### src/sv/pss_pkg.sv
package pss_pkg;

  localparam int DefCapacity = 64;
  localparam int DATA_W      = 32;
  localparam int POS_W       = 7;
  localparam int OP_W        = 3;
  localparam int ST_W        = 2;
  localparam int IN_TDATA_W  = 40;
  localparam int OUT_TDATA_W = 40;

  typedef enum logic [OP_W-1:0] {
    OP_INSERT  = 3'd0,
    OP_ERASE   = 3'd1,
    OP_READ    = 3'd2,
    OP_WRITE   = 3'd3,
    OP_REVERSE = 3'd4,
    OP_CLEAR   = 3'd5
  } op_t;

  typedef enum logic [ST_W-1:0] {
    ST_DONE  = 2'd0,
    ST_RANGE = 2'd1,
    ST_FULL  = 2'd2
  } status_t;

  // what every cell is told to do on a clock edge
  typedef enum logic [1:0] {
    CELL_HOLD,
    CELL_SHIFT_UP,
    CELL_SHIFT_DOWN,
    CELL_WRITE
  } cell_op_t;

  typedef struct packed {
    cell_op_t            kind;
    logic [DATA_W-1:0]   data;
  } cell_cmd_t;

endpackage

### src/sv/pss_cell.sv
module pss_cell
  import pss_pkg::*;
#(
  parameter int IdxW = 6,
  parameter int Idx  = 0
) (
  input  logic              clk,
  input  cell_cmd_t         cmd,
  input  logic [IdxW-1:0]   target,
  input  logic [DATA_W-1:0] left,
  input  logic [DATA_W-1:0] right,
  output logic [DATA_W-1:0] value,
  output logic [DATA_W-1:0] rd
);

  logic [DATA_W-1:0] value_r;
  logic [DATA_W-1:0] value_nxt;
  logic              hit;
  logic              above;

  assign hit   = (target == IdxW'(Idx));
  assign above = (IdxW'(Idx) > target);

  always_comb begin
    value_nxt = value_r;
    case (cmd.kind)
      CELL_SHIFT_UP: begin
        if (above) begin
          value_nxt = left;
        end else if (hit) begin
          value_nxt = cmd.data;
        end
      end
      CELL_SHIFT_DOWN: begin
        if (above || hit) begin
          value_nxt = right;
        end
      end
      CELL_WRITE: begin
        if (hit) begin
          value_nxt = cmd.data;
        end
      end
      default: begin
        value_nxt = value_r;
      end
    endcase
  end

  always_ff @(posedge clk) begin
    value_r <= value_nxt;
  end

  assign value = value_r;
  assign rd    = hit ? value_r : '0;

endmodule

### config.mk
export PLATFORM = sky130hd
export DESIGN_NAME = pss_cell
export DESIGN_NICKNAME = d
export VERILOG_FILES = /design/src/sv/pss_pkg.sv /design/src/sv/pss_cell.sv
export SDC_FILE = /design/constraint.sdc
export NUM_CORES = 1
export LEC_CHECK = 0
export BUFFER_PORTS_ARGS = -buffer_cell sky130_fd_sc_hd__buf_2
export CAP_MARGIN = 20
export CORE_UTILIZATION = 42
export DETAILED_ROUTE_END_ITERATION = 7
export GPL_TIMING_DRIVEN = 0
export PLACE_DENSITY = 0.86
export SETUP_SLACK_MARGIN = 0.2
export SLEW_MARGIN = 20
export SYNTH_ARGS = -nofsm -noshare
export SYNTH_HDL_FRONTEND = slang
export SYNTH_SLANG_ARGS = --single-unit
### constraint.sdc
create_clock -name clk -period 4.1 [get_ports clk]
set_input_delay 0.205 -clock clk [delete_from_list [all_inputs] [get_ports clk]]
set_output_delay 0.205 -clock clk [all_outputs]
set_load 0.01 [all_outputs]
==> reports/qor.txt <==
WS Path Type = in2reg
Total GRT Usage = 26.4%
Finished Layout Cells = 420
Worst-Skew Late Latency = 0.28 ns
CP required = 4.01 ns
Final period util = 47.7%
Largest register FFs = 32
final setup fails = 0
register area = 961 sq um
Layout area overhead = 41.0%
Synth Cell Area = 0.00201 sq mm
Startpoint Class = input pin
vias in the first global route = 2139
Clock transition at path regs = 0.07 ns
boundary pin count = 169
dpl ws = 1.85 ns
total setup buffers inserted after CTS = 0
Iter 0 DRT Violations = 234
WP data arrival = 1.87 ns
failing checks = design-rule violations
DR WL/cell = 15.9 microns
syn nets = 330
total gr overflow = 0
Crit Reg-Reg Startpoint = value[26]
Port Buffers = 136
TritonCTS Buffers = 5
final antenna diode count = 0
final WL = 6660 microns
post-synthesis sequential area ratio = 47.9%
IR drop worst, VDD = 0.000181 V
final instance area = 0.00283 sq mm
Die H = 71.1 microns
layout cells sized above 1 = 43.5%
vias post-DR = 2379
core area = 0.00447 sq mm
vias per inst = 5.66
power density over the cells = 287 mW/mm^2
leak pwr = 0.00140 uW
post-route ant nets = 0
initial core utilization = 44.9%
Final WS setup = 2.14 ns
htree depth = 2
Tot Pwr = 813 uW
Hold Vio Cnt, Final = 0
skew final = 0 ns
cts hold-fix bufs = 0
area of the multi-input gates = 907 sq um
Reg2Reg Setup Slack = 3.23 ns
minimum clock period after layout = 1.96 ns
MaxCap Viol Count = 0
CTS tree = done
Final GP Congestion = 0.842
initial antenna violation count = 0
Cell variety after synth = 18
Final Max Tran Viols = 0
yosys warns = 0
HP Class = in2reg
Placed Cells incl. Taps = 413
global-route wire length before repair = 10200 microns
TritonRoute pass-1 iters = 6
status = finished, violations left
DIE AREA = 0.00506 sq mm
largest net degree at the start of global routing = 33
maximum clock path buffer count = 2
R2R Path End = value[26]
post-CTS resize count = 0
drt drc = 9
final-stage net count = 473
HPWL after detailed placement = 4860 microns
sum of negative setup slack = 0 ns
clk root buf = clkbuf_8
Fillers = 399
Site Rows = 24
Die Wd = 71.1 microns
cell depth of the worst flop-to-flop path = 2
RSZ-0062 raised after global routing = no
crit end category = register
worst-path maximum fanout = 32
Setup crit end = value[4]
CTS Sinks = 32
Peak Freq = 511 MHz
Setup crit start = target[5]
Worst Tran Pin Value = 0.869 ns
relative slew slack = 42.1%
synthesized flop and latch total = 32
Cell Area, Placed = 0.00275 sq mm
Synth Instances = 225
syn avg cell area = 8.92 sq um
cell type report:
cell class                      instances  share of cell area (%)
Timing Repair Buffer                  136                    24.1
Buffer                                 26                    4.91
Multi-Input combinational cell        167                    32.1
Clock inverter                          2                   0.265
Sequential cell                        32                    34.0
Clock buffer                            5                    2.43
Tap cell                               52                    2.30
cells in the mapped netlist, drive strengths merged:
cell	n	area share, %
a31o	1	0.44
a31oi	32	10
or2	1	0.31
a21oi	32	8.0
edfxtp	32	48
o21ai	32	8.5
and3	32	10
or4	1	0.56
nor4	1	0.62
buf	12	4.3
nor2	33	6.2
clkbuf	14	2.6
nor2b	1	0.31
nand2b	1	0.31
per-layer routing:
metal	routed length (microns)	part of all wire (%)	global-route usage, %	vias to the layer above
met5	0	0	0	-
met4	121	1.8	9.78	0
met3	406	6.1	5.13	11
met2	3350	50	45.4	116
met1	2780	42	33.1	1114
li1	-	-	-	1138
through the flow:
step	utilization, %	hold slack, ns
CTS	63.2	0.243
global route	63.2	0.246
floorplan	-	0.435
finish	63.2	0.242
global placement	61.5	0.522
detailed placement	61.5	0.535
worst min path at each step:
stage | start | endpoint | slack [ns] | depth (start not counted)
6_report | right[22] | value[22] | 0.24 | 3
5_1_grt | right[29] | value[29] | 0.25 | 3
4_1_cts | right[24] | value[24] | 0.24 | 3
3_5_place_dp | right[11] | value[11] | 0.54 | 3
3_3_place_gp | right[24] | value[24] | 0.52 | 3
2_1_floorplan | right[19] | value[19] | 0.43 | 2
where the power goes:
group / total [uW] / switching [uW] / internal, uW
logic: 175 / 99.8 / 74.8
clock network: 226 / 114 / 112
registers: 413 / 17.5 / 395
cell families (layout without fill, tap and decap cells):
group	count (synthesis)	count (layout)	synth area share [%]
compound gates	97	97	26.9
buf+inv	26	169	6.92
flops	32	32	47.9
simple gates	70	70	18.3
worst max-delay path, cell delays in order:
cell	delay, ns
buf_2	0.11
nor4_2	0.37
buf_4	0.23
buf_4	0.19
a31o_2	0.74
cells in the final DEF (no fill, tap or decap), drive strengths merged:
cell type,n
or4,1
clkinv,2
or2,1
and3,32
o21ai,32
buf,148
clkbuf,19
nand2b,1
nor2b,1
edfxtp,32
nor4,1
nor2,33
a31o,1
a21oi,32
a31oi,32
Note: power is estimated with default switching activity, not from simulation.
